<file path="src/websocket_client_frame_deframer_defines.svh">
// assertion macros for the websocket client frame deframer
`ifndef WEBSOCKET_CLIENT_FRAME_DEFRAMER_DEFINES_SVH
`define WEBSOCKET_CLIENT_FRAME_DEFRAMER_DEFINES_SVH

// property that must hold at every rising clock edge outside reset
`define WSCFD_ASSERT(label, clk, rst_n, prop, msg) \
    label: assert property (@(posedge clk) disable iff (!rst_n) prop) else $error(msg);

// implication whose consequent is checked in the cycle after its trigger
`define WSCFD_ASSERT_NEXT(label, clk, rst_n, ante, cons, msg) \
    label: assert property (@(posedge clk) disable iff (!rst_n) (ante) |=> (cons)) \
        else $error(msg);

`endif

</file>
<file path="src/wscfd_pkg.sv">
// types and constants of the websocket client frame deframer
`default_nettype none

package wscfd_pkg;

    // parser phase
    typedef enum logic [2:0] {
        PH_HDR0    = 3'd0,
        PH_HDR1    = 3'd1,
        PH_EXT     = 3'd2,
        PH_MASK    = 3'd3,
        PH_PAYLOAD = 3'd4,
        PH_DEAD    = 3'd5
    } t_phase;

    // result event codes
    typedef enum logic [2:0] {
        EV_TEXT     = 3'd0,
        EV_PONG     = 3'd1,
        EV_CLOSE    = 3'd2,
        EV_UNMASKED = 3'd3,
        EV_TOOLONG  = 3'd4,
        EV_OVERFLOW = 3'd5,
        EV_TIMEOUT  = 3'd6
    } t_event;

    // input beat kinds
    localparam logic [1:0] KIND_BYTE  = 2'd0;
    localparam logic [1:0] KIND_TICK  = 2'd1;
    localparam logic [1:0] KIND_START = 2'd2;

    // frame opcodes
    localparam logic [3:0] OPC_CONT   = 4'h0;
    localparam logic [3:0] OPC_TEXT   = 4'h1;
    localparam logic [3:0] OPC_BINARY = 4'h2;
    localparam logic [3:0] OPC_CLOSE  = 4'h8;
    localparam logic [3:0] OPC_PING   = 4'h9;

    // header length codes
    localparam logic [6:0] LEN_EXT16 = 7'd126;
    localparam logic [6:0] LEN_EXT64 = 7'd127;

    // register map and reset values
    localparam logic REG_IDLE_TIMEOUT = 1'b0;
    localparam logic REG_MAX_MESSAGE  = 1'b1;
    localparam logic [15:0] IDLE_TIMEOUT_RST = 16'd15000;
    localparam logic [8:0]  MAX_MESSAGE_RST  = 9'd511;

    // one result beat
    typedef struct packed {
        logic       last;
        logic       dv;
        logic [7:0] data;
        t_event     ev;
    } t_result;

endpackage

`default_nettype wire

</file>
<file path="src/websocket_client_frame_deframer.sv">
// websocket client frame deframer top level
//
// Input stream: one beat per item, s_tuser holds the kind (byte, one
// millisecond tick, connection start) and s_tdata the received byte.
// Output stream: one beat per event, m_tuser holds the event code and the
// data valid flag, m_tdata the unmasked payload byte, m_tlast marks the end
// of a text message or of a pong payload.
// APB port: register 0 idle timeout in ticks at 0x0, register 1 largest
// message length at 0x4; they are to be written only while the stream is
// idle, which the block does not enforce. Each beat is parsed in the cycle it
// is accepted; its result, if any, is registered for m_tvalid. The output
// register is backed by a one-entry skid stage, so a beat is still taken while
// a result waits: one beat is taken every cycle, and s_tready drops only while
// the skid is full. After reset the link is dead until a connection start
// beat; registers return to 15000 ticks and 511 bytes. A stalled receiver
// holds m_tdata, m_tuser and m_tlast steady until the beat is taken.
`default_nettype none

`include "websocket_client_frame_deframer_defines.svh"

module websocket_client_frame_deframer #(
    parameter int BUFFER_BYTES = 512
) (
    input  wire logic        i_clk,
    input  wire logic        i_rst_n,
    // input stream
    input  wire logic        s_tvalid,
    output      logic        s_tready,
    input  wire logic [7:0]  s_tdata,   // [7:0] rx_byte
    input  wire logic [1:0]  s_tuser,   // [1:0] kind
    // output stream
    output      logic        m_tvalid,
    input  wire logic        m_tready,
    output      logic [7:0]  m_tdata,   // [7:0] data
    output      logic [3:0]  m_tuser,   // [2:0] event_res, [3] data_valid
    output      logic        m_tlast,
    // configuration
    input  wire logic        psel,
    input  wire logic        penable,
    input  wire logic        pwrite,
    input  wire logic [2:0]  paddr,
    input  wire logic [31:0] pwdata,
    output      logic [31:0] prdata,
    output      logic        pready
);

    localparam int BUF_LIM = BUFFER_BYTES - 1;

    // configuration registers
    logic [15:0] r_tmo;
    logic [8:0]  r_maxb;

    // parser state
    wscfd_pkg::t_phase r_phase, n_phase;
    logic        r_fin, n_fin;
    logic [3:0]  r_opc, n_opc;
    logic        r_masked, n_masked;
    logic [3:0]  r_lbl, n_lbl;
    logic [9:0]  r_plen, n_plen;
    logic        r_pbig, n_pbig;
    logic [31:0] r_key, n_key;
    logic [1:0]  r_kcnt, n_kcnt;
    logic [8:0]  r_pcnt, n_pcnt;
    logic [9:0]  r_mlen, n_mlen;
    logic        r_text, n_text;
    logic [15:0] r_idle, n_idle;

    // output register and skid stage
    logic                 r_ov, r_sv;
    wscfd_pkg::t_result   r_od, r_sd;

    logic                 w_acc;
    logic                 w_res_v;
    wscfd_pkg::t_result   w_res;
    logic [8:0]           w_lim;

    assign w_acc = s_tvalid && s_tready;

    // effective size limit
    always_comb begin
        if ({3'b000, r_maxb} > 12'(BUF_LIM)) begin
            w_lim = 9'(BUF_LIM);
        end else begin
            w_lim = r_maxb;
        end
    end

    // configuration write and read back
    always_ff @(posedge i_clk) begin
        if (!i_rst_n) begin
            r_tmo  <= wscfd_pkg::IDLE_TIMEOUT_RST;
            r_maxb <= wscfd_pkg::MAX_MESSAGE_RST;
        end else if (psel && penable && pwrite && pready) begin
            case (paddr[2])
                wscfd_pkg::REG_IDLE_TIMEOUT: r_tmo  <= pwdata[15:0];
                wscfd_pkg::REG_MAX_MESSAGE:  r_maxb <= pwdata[8:0];
                default: ;
            endcase
        end
    end

    assign pready = 1'b1;

    always_comb begin
        case (paddr[2])
            wscfd_pkg::REG_IDLE_TIMEOUT: prdata = {16'd0, r_tmo};
            wscfd_pkg::REG_MAX_MESSAGE:  prdata = {23'd0, r_maxb};
            default:                     prdata = 32'd0;
        endcase
    end

    // next state and result of one accepted beat
    always_comb begin
        logic        do_cmp;
        logic        c_have;
        logic [7:0]  c_d;
        logic        do_after;
        logic        a_masked;
        logic [3:0]  lbl_dec;
        logic [1:0]  kcnt_inc;
        logic [8:0]  pcnt_inc;
        logic [10:0] msum;
        logic [7:0]  kbyte;

        n_phase  = r_phase;
        n_fin    = r_fin;
        n_opc    = r_opc;
        n_masked = r_masked;
        n_lbl    = r_lbl;
        n_plen   = r_plen;
        n_pbig   = r_pbig;
        n_key    = r_key;
        n_kcnt   = r_kcnt;
        n_pcnt   = r_pcnt;
        n_mlen   = r_mlen;
        n_text   = r_text;
        n_idle   = r_idle;
        w_res_v  = 1'b0;
        w_res    = '{last: 1'b0, dv: 1'b0, data: 8'd0, ev: wscfd_pkg::EV_TEXT};
        do_cmp   = 1'b0;
        c_have   = 1'b0;
        c_d      = 8'd0;
        do_after = 1'b0;
        a_masked = r_masked;
        lbl_dec  = r_lbl - 4'd1;
        kcnt_inc = r_kcnt + 2'd1;
        pcnt_inc = r_pcnt + 9'd1;
        msum     = {1'b0, r_mlen} + {1'b0, r_plen};

        case (r_pcnt[1:0])
            2'd0:    kbyte = r_key[31:24];
            2'd1:    kbyte = r_key[23:16];
            2'd2:    kbyte = r_key[15:8];
            default: kbyte = r_key[7:0];
        endcase

        if (w_acc) begin
            case (s_tuser)
                wscfd_pkg::KIND_START: begin
                    n_phase  = wscfd_pkg::PH_HDR0;
                    n_fin    = 1'b0;
                    n_opc    = 4'd0;
                    n_masked = 1'b0;
                    n_lbl    = 4'd0;
                    n_plen   = 10'd0;
                    n_pbig   = 1'b0;
                    n_key    = 32'd0;
                    n_kcnt   = 2'd0;
                    n_pcnt   = 9'd0;
                    n_mlen   = 10'd0;
                    n_text   = 1'b0;
                    n_idle   = 16'd0;
                end
                wscfd_pkg::KIND_TICK: begin
                    if (r_phase != wscfd_pkg::PH_DEAD) begin
                        if (r_idle >= r_tmo) begin
                            n_phase  = wscfd_pkg::PH_DEAD;
                            w_res_v  = 1'b1;
                            w_res.ev = wscfd_pkg::EV_TIMEOUT;
                        end else begin
                            n_idle = r_idle + 16'd1;
                        end
                    end
                end
                wscfd_pkg::KIND_BYTE: begin
                    case (r_phase)
                        wscfd_pkg::PH_HDR0: begin
                            n_fin   = s_tdata[7];
                            n_opc   = s_tdata[3:0];
                            n_phase = wscfd_pkg::PH_HDR1;
                        end
                        wscfd_pkg::PH_HDR1: begin
                            n_masked = s_tdata[7];
                            a_masked = s_tdata[7];
                            n_plen   = 10'd0;
                            n_pbig   = 1'b0;
                            if (s_tdata[6:0] == wscfd_pkg::LEN_EXT16) begin
                                n_lbl   = 4'd2;
                                n_phase = wscfd_pkg::PH_EXT;
                            end else if (s_tdata[6:0] == wscfd_pkg::LEN_EXT64) begin
                                n_lbl   = 4'd8;
                                n_phase = wscfd_pkg::PH_EXT;
                            end else begin
                                n_plen   = {3'b000, s_tdata[6:0]};
                                do_after = 1'b1;
                            end
                        end
                        wscfd_pkg::PH_EXT: begin
                            // keep ten low bits, fold the rest into a sticky flag
                            n_plen = {r_plen[1:0], s_tdata};
                            n_pbig = r_pbig || (r_plen[9:2] != 8'd0);
                            n_lbl  = lbl_dec;
                            if (lbl_dec == 4'd0) begin
                                do_after = 1'b1;
                            end
                        end
                        wscfd_pkg::PH_MASK: begin
                            n_key  = {r_key[23:0], s_tdata};
                            n_kcnt = kcnt_inc;
                            if (kcnt_inc == 2'd0) begin
                                if (r_pbig || (r_plen > {1'b0, w_lim})) begin
                                    n_phase  = wscfd_pkg::PH_DEAD;
                                    w_res_v  = 1'b1;
                                    w_res.ev = wscfd_pkg::EV_TOOLONG;
                                end else if ((r_opc == wscfd_pkg::OPC_CONT ||
                                              r_opc == wscfd_pkg::OPC_TEXT) &&
                                             (msum > {2'b00, w_lim})) begin
                                    n_phase  = wscfd_pkg::PH_DEAD;
                                    w_res_v  = 1'b1;
                                    w_res.ev = wscfd_pkg::EV_OVERFLOW;
                                end else begin
                                    if (r_opc == wscfd_pkg::OPC_CONT ||
                                        r_opc == wscfd_pkg::OPC_TEXT) begin
                                        n_mlen = msum[9:0];
                                        if (r_opc == wscfd_pkg::OPC_TEXT) begin
                                            n_text = 1'b1;
                                        end
                                    end else if (r_opc == wscfd_pkg::OPC_BINARY) begin
                                        n_text = 1'b0;
                                    end
                                    n_pcnt = 9'd0;
                                    if (r_plen == 10'd0) begin
                                        do_cmp = 1'b1;
                                    end else begin
                                        n_phase = wscfd_pkg::PH_PAYLOAD;
                                    end
                                end
                            end
                        end
                        wscfd_pkg::PH_PAYLOAD: begin
                            c_d    = s_tdata ^ kbyte;
                            n_pcnt = pcnt_inc;
                            if ({1'b0, pcnt_inc} >= r_plen) begin
                                do_cmp = 1'b1;
                                c_have = 1'b1;
                            end else if (r_opc == wscfd_pkg::OPC_PING) begin
                                w_res_v = 1'b1;
                                w_res   = '{last: 1'b0, dv: 1'b1, data: c_d,
                                            ev: wscfd_pkg::EV_PONG};
                            end else if ((r_opc == wscfd_pkg::OPC_CONT ||
                                          r_opc == wscfd_pkg::OPC_TEXT) && r_text) begin
                                w_res_v = 1'b1;
                                w_res   = '{last: 1'b0, dv: 1'b1, data: c_d,
                                            ev: wscfd_pkg::EV_TEXT};
                            end
                        end
                        default: ;
                    endcase
                end
                default: ;
            endcase
        end

        // length known: the frame must carry a mask key
        if (do_after) begin
            if (!a_masked) begin
                n_phase  = wscfd_pkg::PH_DEAD;
                w_res_v  = 1'b1;
                w_res.ev = wscfd_pkg::EV_UNMASKED;
            end else begin
                n_key   = 32'd0;
                n_kcnt  = 2'd0;
                n_phase = wscfd_pkg::PH_MASK;
            end
        end

        // frame end
        if (do_cmp) begin
            n_idle  = 16'd0;
            n_phase = wscfd_pkg::PH_HDR0;
            if (r_opc == wscfd_pkg::OPC_CLOSE) begin
                n_phase  = wscfd_pkg::PH_DEAD;
                w_res_v  = 1'b1;
                w_res    = '{last: 1'b0, dv: 1'b0, data: 8'd0, ev: wscfd_pkg::EV_CLOSE};
            end else if (r_opc == wscfd_pkg::OPC_PING) begin
                w_res_v = 1'b1;
                w_res   = '{last: 1'b1, dv: c_have, data: c_d, ev: wscfd_pkg::EV_PONG};
            end else if (r_opc == wscfd_pkg::OPC_CONT || r_opc == wscfd_pkg::OPC_TEXT) begin
                if (n_text && (c_have || r_fin)) begin
                    w_res_v = 1'b1;
                    w_res   = '{last: r_fin, dv: c_have, data: c_d,
                                ev: wscfd_pkg::EV_TEXT};
                end
                if (r_fin) begin
                    n_mlen = 10'd0;
                    n_text = 1'b0;
                end
            end
        end
    end

    // parser state registers
    always_ff @(posedge i_clk) begin
        if (!i_rst_n) begin
            r_phase  <= wscfd_pkg::PH_DEAD;
            r_fin    <= 1'b0;
            r_opc    <= 4'd0;
            r_masked <= 1'b0;
            r_lbl    <= 4'd0;
            r_plen   <= 10'd0;
            r_pbig   <= 1'b0;
            r_key    <= 32'd0;
            r_kcnt   <= 2'd0;
            r_pcnt   <= 9'd0;
            r_mlen   <= 10'd0;
            r_text   <= 1'b0;
            r_idle   <= 16'd0;
        end else begin
            r_phase  <= n_phase;
            r_fin    <= n_fin;
            r_opc    <= n_opc;
            r_masked <= n_masked;
            r_lbl    <= n_lbl;
            r_plen   <= n_plen;
            r_pbig   <= n_pbig;
            r_key    <= n_key;
            r_kcnt   <= n_kcnt;
            r_pcnt   <= n_pcnt;
            r_mlen   <= n_mlen;
            r_text   <= n_text;
            r_idle   <= n_idle;
        end
    end

    // output register with one-entry skid
    always_ff @(posedge i_clk) begin
        if (!i_rst_n) begin
            r_ov <= 1'b0;
            r_sv <= 1'b0;
        end else if (!r_ov || m_tready) begin
            if (r_sv) begin
                r_ov <= 1'b1;
                r_sv <= 1'b0;
            end else begin
                r_ov <= w_res_v;
            end
        end else if (w_res_v) begin
            r_sv <= 1'b1;
        end
    end

    always_ff @(posedge i_clk) begin
        if (!r_ov || m_tready) begin
            if (r_sv) begin
                r_od <= r_sd;
            end else if (w_res_v) begin
                r_od <= w_res;
            end
        end else if (w_res_v) begin
            r_sd <= w_res;
        end
    end

    // port outputs
    always_comb begin
        s_tready = !r_sv;
        m_tvalid = r_ov;
        m_tdata  = r_od.data;
        m_tuser  = {r_od.dv, r_od.ev};
        m_tlast  = r_od.last;
    end

    // checks
    `WSCFD_ASSERT(a_skid_behind_out, i_clk, i_rst_n, (r_sv |-> r_ov), "skid full with output empty")
    `WSCFD_ASSERT(a_payload_in_range, i_clk, i_rst_n, ((r_phase == wscfd_pkg::PH_PAYLOAD) |-> (!r_pbig && (10'(r_pcnt) < r_plen))), "payload count past frame length")
    `WSCFD_ASSERT_NEXT(a_start_opens_link, i_clk, i_rst_n, (w_acc && (s_tuser == wscfd_pkg::KIND_START)), ((r_phase == wscfd_pkg::PH_HDR0) && (r_idle == 16'd0)), "connection start did not reset the parser")

endmodule

`default_nettype wire
</file>
<file path="config.mk">
export PLATFORM = sky130hd
export DESIGN_NAME = websocket_client_frame_deframer
export DESIGN_NICKNAME = d
export VERILOG_FILES = /design/src/wscfd_pkg.sv /design/src/websocket_client_frame_deframer.sv
export VERILOG_INCLUDE_DIRS = /design/src /design/src/src
export SDC_FILE = /design/constraint.sdc
export NUM_CORES = 1
export LEC_CHECK = 0
export ABC_AREA = 1
export ABC_CLOCK_PERIOD_IN_PS = 10550
export BUFFER_PORTS_ARGS = -buffer_cell sky130_fd_sc_hd__buf_4
export CAP_MARGIN = 20
export CORE_MARGIN = 2
export CORE_UTILIZATION = 40
export DETAILED_ROUTE_END_ITERATION = 10
export HOLD_SLACK_MARGIN = 0.1
export PLACE_DENSITY = 0.63
export SETUP_SLACK_MARGIN = 0.5
export SLEW_MARGIN = 20
export SYNTH_ARGS = -nofsm -noshare
export SYNTH_HDL_FRONTEND = slang
export SYNTH_SLANG_ARGS = --single-unit
</file>
<file path="constraint.sdc">
create_clock -name i_clk -period 10.55 [get_ports i_clk]
set_input_delay 0.5275 -clock i_clk [delete_from_list [all_inputs] [get_ports i_clk]]
set_output_delay 0.5275 -clock i_clk [all_outputs]
set_load 0.02 [all_outputs]
</file>
# Word-level counts from Yosys, hierarchy flattened
# Index checks and enable logic that the tools add are counted.
dict set report word_totals {
  reg_bits 147
  latchBits 0
  ramBits 0
  rom_bits 0
  input_bits 52
  output_inout_bits 48
  word_cells 247
  n_memories 0
}
dict set report op_classes {
  add_sub_neg 5
  multipliers 0
  div 0
  magnitude_cmp 4
  n_eq_ne 30
  shifts 0
  muxes 140
  bitwise_logic 4
  reduce_logical 39
}
# cell count
set op_table {}
lappend op_table {{two-way mux 10 bit} 13}
lappend op_table {{two-way mux 13 bit} 10}
lappend op_table {{two-way mux 32 bit} 4}
lappend op_table {{case mux 32 bit (2 select lines)} 2}
lappend op_table {{two-way mux 3 bit} 20}
lappend op_table {{case mux 10 bit (2 select lines)} 3}
lappend op_table {{two-way mux 1 bit} 49}
lappend op_table {{case mux 9 bit (2 select lines)} 2}
lappend op_table {{two-way mux 16 bit} 2}
lappend op_table {{case mux 16 bit (2 select lines)} 1}
lappend op_table {{two-way mux 9 bit} 3}
lappend op_table {{two-way mux 8 bit} 3}
lappend op_table {{case mux 4 bit (2 select lines)} 3}
lappend op_table {{case mux 8 bit (3 select lines)} 1}
lappend op_table {{case mux 1 bit (2 select lines)} 9}
lappend op_table {{case mux 3 bit (3 select lines)} 2}
lappend op_table {{adder 16 x 1 -> 16 bit, second input constant} 1}
lappend op_table {{greater-or-equal comparator 16 bit} 1}
lappend op_table {{== test 7 bit, second input constant} 2}
lappend op_table {{two-way mux 7 bit} 2}
lappend op_table {{two-way mux 12 bit} 1}
lappend op_table {{two-way mux 4 bit} 3}
lappend op_table {{inequality test 3 bit, second input constant} 4}
lappend op_table {{inequality test 4 bit, second input constant} 3}
lappend op_table {{44 further kinds} 78}

# Depth between registers and ports, before layout
dict set report logic_depth {
  ltp_word 18
  ltp_mapped 28
  mapped_depth_nobuf 27
}

# Worst setup path before layout
# OpenSTA, ideal clock, no wires.
dict set report synth_path {
  path_kind {register -> register}
  start {register r_plen[0]}
  end {register r_od, in the netlist m_tdata[0], enable pin}
  t_arrival_ps 3074
  path_slack_ps 7127
  path_stages_with_launch 24
  path_buffers 0
  period_less_slack_ps 3423
  cell_sequence {dfxtp_1 > ha_1 > fa_1 > inv_1 > o21bai_1 > xor2_1 > ha_1 > nand2_1 > inv_1 > a21oi_1 > nand2_1 > nand2_1 > nand2_1 > nand2_1 > nand3_2 > nand2_4 > nand2_2 > o21ai_2 > nand2_4 > clkinv_4 > nand2_1 > nand4_1 > nand2_1 > inv_1}
}
dict set report synth_between {
  elab_chain_cells 18
  elab_cells_between_ends 42
}
# item line_no
set synth_rtl {}
lappend synth_rtl {{from (decl)} websocket_client_frame_deframer.sv:59} ;# logic [9:0] r_plen, n_plen;
lappend synth_rtl {{from (signal assigned)} websocket_client_frame_deframer.sv:334} ;# r_plen <= n_plen;
lappend synth_rtl {{adder 10 x 10 -> 11 bit} websocket_client_frame_deframer.sv:148} ;# msum = {1'b0, r_mlen} + {1'b0, r_plen};
lappend synth_rtl {{greater-than comparator 11 x 9 -> 1 bit} websocket_client_frame_deframer.sv:227} ;# (msum > {2'b00, w_lim})) begin
lappend synth_rtl {{logical AND 1 bit} websocket_client_frame_deframer.sv:226} ;# r_opc == wscfd_pkg::OPC_TEXT) &&
lappend synth_rtl {{two-way mux 1 bit} websocket_client_frame_deframer.sv:225} ;# end else if ((r_opc == wscfd_pkg::OPC_CONT ||
lappend synth_rtl {{two-way mux 1 bit} websocket_client_frame_deframer.sv:221} ;# if (r_pbig || (r_plen > {1'b0, w_lim})) begin
lappend synth_rtl {{two-way mux 1 bit} websocket_client_frame_deframer.sv:220} ;# if (kcnt_inc == 2'd0) begin
lappend synth_rtl {{case mux 1 bit (2 select lines)} websocket_client_frame_deframer.sv:186} ;# case (r_phase)
lappend synth_rtl {{case mux 1 bit (2 select lines)} websocket_client_frame_deframer.sv:158} ;# case (s_tuser)
lappend synth_rtl {{[... 2 more ...]} --}
lappend synth_rtl {{two-way mux 1 bit} websocket_client_frame_deframer.sv:275} ;# if (do_after) begin
lappend synth_rtl {{two-way mux 1 bit} websocket_client_frame_deframer.sv:299} ;# if (n_text && (c_have || r_fin)) begin
lappend synth_rtl {{two-way mux 1 bit} websocket_client_frame_deframer.sv:298} ;# end else if (r_opc == wscfd_pkg::OPC_CONT || r_opc == wscfd_pkg::OPC_TEXT) begin
lappend synth_rtl {{two-way mux 1 bit} websocket_client_frame_deframer.sv:295} ;# end else if (r_opc == wscfd_pkg::OPC_PING) begin
lappend synth_rtl {{two-way mux 1 bit} websocket_client_frame_deframer.sv:291} ;# if (r_opc == wscfd_pkg::OPC_CLOSE) begin
lappend synth_rtl {{two-way mux 1 bit *} websocket_client_frame_deframer.sv:288} ;# if (do_cmp) begin
lappend synth_rtl {{nonzero test 2 bit (no source line) *} --}
lappend synth_rtl {{AND reduction 2 bit (no source line) *} --}
lappend synth_rtl {{to (signal assigned)} websocket_client_frame_deframer.sv:365} ;# r_od <= r_sd;
lappend synth_rtl {{to (signal assigned)} websocket_client_frame_deframer.sv:367} ;# r_od <= w_res;
lappend synth_rtl {{to (decl)} websocket_client_frame_deframer.sv:70} ;# wscfd_pkg::t_result r_od, r_sd;
# Mark *: on every way between the ends. The rest lies on a longest branch, timed or not.
# A chain may end at the register's enable or synchronous reset.

# Final worst setup path
dict set report layout_path {
  start {register r_plen[0]}
  end {register r_od, in the netlist m_tdata[2], enable pin}
}
# Same word-level chain as after synthesis.

==> flow_summary_export.csv <==
group,metric,value,unit
routing,ant_nets,0,
placement,gp_congestion,0.911,
power,power_density,140,nW/µm²
yosys,synth.mux.area_fraction,0,%
power,p_leak,4.45,nW
layout,utilization,46.9,%
clocking,path_clk_slew,0.06,ns
critical_path,cpMostUsedCell,"nand2_1",
critical_path,critical_path_class,"flip-flop to flip-flop",
placement,io_buffers,64,
sta,finClkSkew,0.0113,ns
clocking,ctsRootBufferMaster,"clkbuf_16",
clocking,htreeDepth,4,
routing,vias,7675,
critical_path,arrival,4.13,ns
floorplan,die-area,22900,µm²
global_routing,grt_start_max_net_pins,35,
global_routing,grt_pass1_vias,7119,
sta,tightestPinTransition,1.01,ns
yosys,synth_edf_count,26,
flow_run,cap_violations,0,
yosys,synth_seq_cells,147,
worst_hold_path,hp-class,"primary input to flip-flop",
clocking,cts_tree,"done",
layout,final_nets,1344,
yosys,synthAdderAreaFrac,9.02,%
critical_path,worstPathMaxFanout,13,
yosys,syn_avg_cell_area,7.34,µm²
sta,hold_ws,0.318,ns
clocking,cts_inserted_buffers,17,
yosys,synth.area.top_cells,"dfxtp_1, nand2_1, edfxtp_1",
critical_path,path_buf_inv,4,
yosys,synth_area,8680,µm²
floorplan,std_cell_rows,53,
layout,nFillCells,2155,
critical_path,cpLargestDelayFamily,"simple AND/OR/NAND/NOR gates",
global_routing,grt_overflow_total,0,
yosys,synth_top_family_by_area,"simple AND/OR/NAND/NOR gates",
power,totalPowerFinal,1.39,mW
routing,wl_per_cell,14.1,µm
sta,tns,0,ns
clocking,worstSkewPairLatency,0.43,ns
sta,setup_viol,0,
routing,routed_wl,21400,µm
sta,rsz0062_at_grt,"no",
clocking,hold_buffers,0,
layout,regArea,3200,µm²
critical_path,endpoint_kind,"flip-flop",
routing,route.detailed.drc,0,
routing,drt_iter0_drc,450,
floorplan,core_area,21200,µm²
layout,drive_gt1_share,12.3,%
clocking,clock-sinks,147,
yosys,ys_types,49,
critical_path,slowest_stage,"dfxtp_1",
clocking,cts_buffer_depth,2,
sta,max_slew_margin,32.5,%
critical_path,path_cells,"ha_1 > fa_1 > inv_1 > o21bai_1 > xor2_1 > ha_1 > nand2_1 > inv_1 > a21oi_1 > nand2_1 > nand2_1 > nand2_1 > nand2_1 > nand3_2 > nand2_4 > nand2_2 > o21ai_2 > nand2_4 > clkinv_4 > nand2_1 > nand4_1 > nand2_1 > inv_1",
floorplan,io_pins,100,
yosys,ys.warnings.count,0,
yosys,synth_async_sr_flop_share,0,%
clocking,cts_resized,0,
yosys,synth-simple-area-share,21.9,%
sta,finalCritPeriodShare,38.5,%
placement,hpwl,15900,µm
sta,finalMaxSlewViolations,0,
yosys,synth-compound-area-share,19.8,%
critical_path,cp.required,10.62,ns
sta,min_period,4.06,ns
global_routing,grt_usage,19.2,%
routing,via_per_inst,5.06,
sta,max_freq,246,MHz
layout,antenna-diode-count,0,
yosys,ys_seq_area_share,36.9,%
floorplan,die_x,151,µm
global_routing,grt_pass1_wl,34800,µm
yosys,ys.flop_type,"dfxtp_1",
yosys,synthXorXnorAreaFrac,1.61,%
sta,hold_violations,0,
global_routing,antenna_found_initial,0,
critical_path,crit_path_start_kind,"flip-flop",
yosys,netlist_instances,1183,
routing,drt-pass1-iter-count,5,
yosys,yosysTopAreaCellShare,27.9,%
layout,syn_to_final_growth,14.2,%
power,vdd_drop_max,0.104,mV
floorplan,die_h,151,µm
floorplan,initial_utilization,41.1,%
clocking,post_cts_buffers,0,
layout,multi_input_area,4610,µm²
run_status,outcome,"complete, no violations",
yosys,synth_area_leader_cell,"dfxtp_1",
critical_path,max_stage_delay,0.46,ns
Yosys cell counts (5+ instances only):
cell type  count
a211oi_1      18
a21oi_1      119
a22oi_1       18
a31oi_1       16
buf_2          5
buf_4         17
clkbuf_1      28
dfxtp_1      121
edfxtp_1      26
ha_1          61
inv_1        155
inv_2         11
nand2_1      241
nand2_2        8
nand2_4        5
nand3_1       34
nand4_1       10
nor2_1       105
nor2_2         9
nor2_4         5
nor3_1        13
o211ai_1      13
o21ai_0       71
o21ai_1        7
o21ai_2        5
o22ai_1        8
xnor2_1        6
xor2_1        10
flip-flops by register name, summed over array words and instances, names as in the netlist, 4 cells and up:
signal and cells:
m_tdata 8, m_tuser 4, r_idle 16, r_key 32
r_lbl 4, r_maxb 9, r_mlen 10, r_opc 4
r_pcnt 9, r_plen 10, r_sd 13, r_tmo 16
per-stage QoR:
stage	worst slack (ns)	cell area [µm²]	std cells
3_3_place_gp	6.52	9290	1486
3_5_place_dp	6.47	9300	1486
4_1_cts	6.45	9910	1518
5_1_grt	6.08	9910	1518
2_1_floorplan	7.13	8740	1198
6_report	6.49	9910	1518
metal layers:
layer	vias to the layer above	share of wire, %	track usage (%)
met1	3505	48	25.9
met3	23	4.5	3.34
li1	3986	-	-
met2	161	45	31.4
met5	-	0	0
met4	0	1.7	5.75
tightest hold or removal path: stages:
cell and delay (ns):
buf_4 0.08, a21oi_1 0.05, o21ai_0 0.06
power breakdown:
group | total (mW) | internal, mW | switching, mW
combinational | 0.152 | 0.0493 | 0.103
sequential | 0.589 | 0.580 | 0.00895
clock | 0.648 | 0.382 | 0.266
total | 1.39 | 1.01 | 0.378
cells by family (layout without fill, tap and decap cells):
kind of cell,count (synthesis),after routing
and+or+nand+nor,440,440
other,2,17
AOI/OAI and AO/OA,294,294
buffers and inverters,222,267
xor gates and xnor gates,16,16
DFF,147,147
adders and majority gates,62,62
placed cells by master, fill, tap and decap left out, types with 5 or more instances in the layout:
| cell | instances |
|---|---|
| o21ai_1 | 7 |
| nor2_4 | 5 |
| buf_4 | 66 |
| nand4_1 | 10 |
| nor2_1 | 104 |
| clkbuf_16 | 17 |
| nor2_2 | 10 |
| ha_1 | 61 |
| inv_6 | 6 |
| inv_2 | 11 |
| a21oi_1 | 119 |
| nor3_1 | 13 |
| dfxtp_1 | 121 |
| o22ai_1 | 8 |
| a211oi_1 | 18 |
| a22oi_1 | 18 |
| inv_1 | 155 |
| nand3_1 | 34 |
| a31oi_1 | 16 |
| xnor2_1 | 6 |
| nand2_2 | 9 |
| edfxtp_1 | 26 |
| o211ai_1 | 13 |
| conb_1 | 17 |
| nand2_1 | 240 |
| xor2_1 | 10 |
| o21ai_0 | 71 |
| nand2_4 | 5 |
| o21ai_2 | 5 |
final timing paths:
path	end	slack (ns)	start	depth (start not counted)
setup / recovery	m_tdata[2]	6.49	r_plen[0]	23
hold / removal	r_tmo[9]	0.32	pwdata[9]	3
setup reg to reg	m_tdata[2]	6.49	r_plen[0]	23
hold reg to reg	r_masked	0.47	r_masked	2
cell type report:
class	instances	share of cell area (%)
inverters	169	6.47
multi-input cells	829	46.5
repair buffers	66	5.00
well taps	275	3.47
clock buffers	18	4.33
flip-flops and latches	147	32.3
clock inverters	14	1.92
No activity file was read; power rests on OpenSTA's default activity.
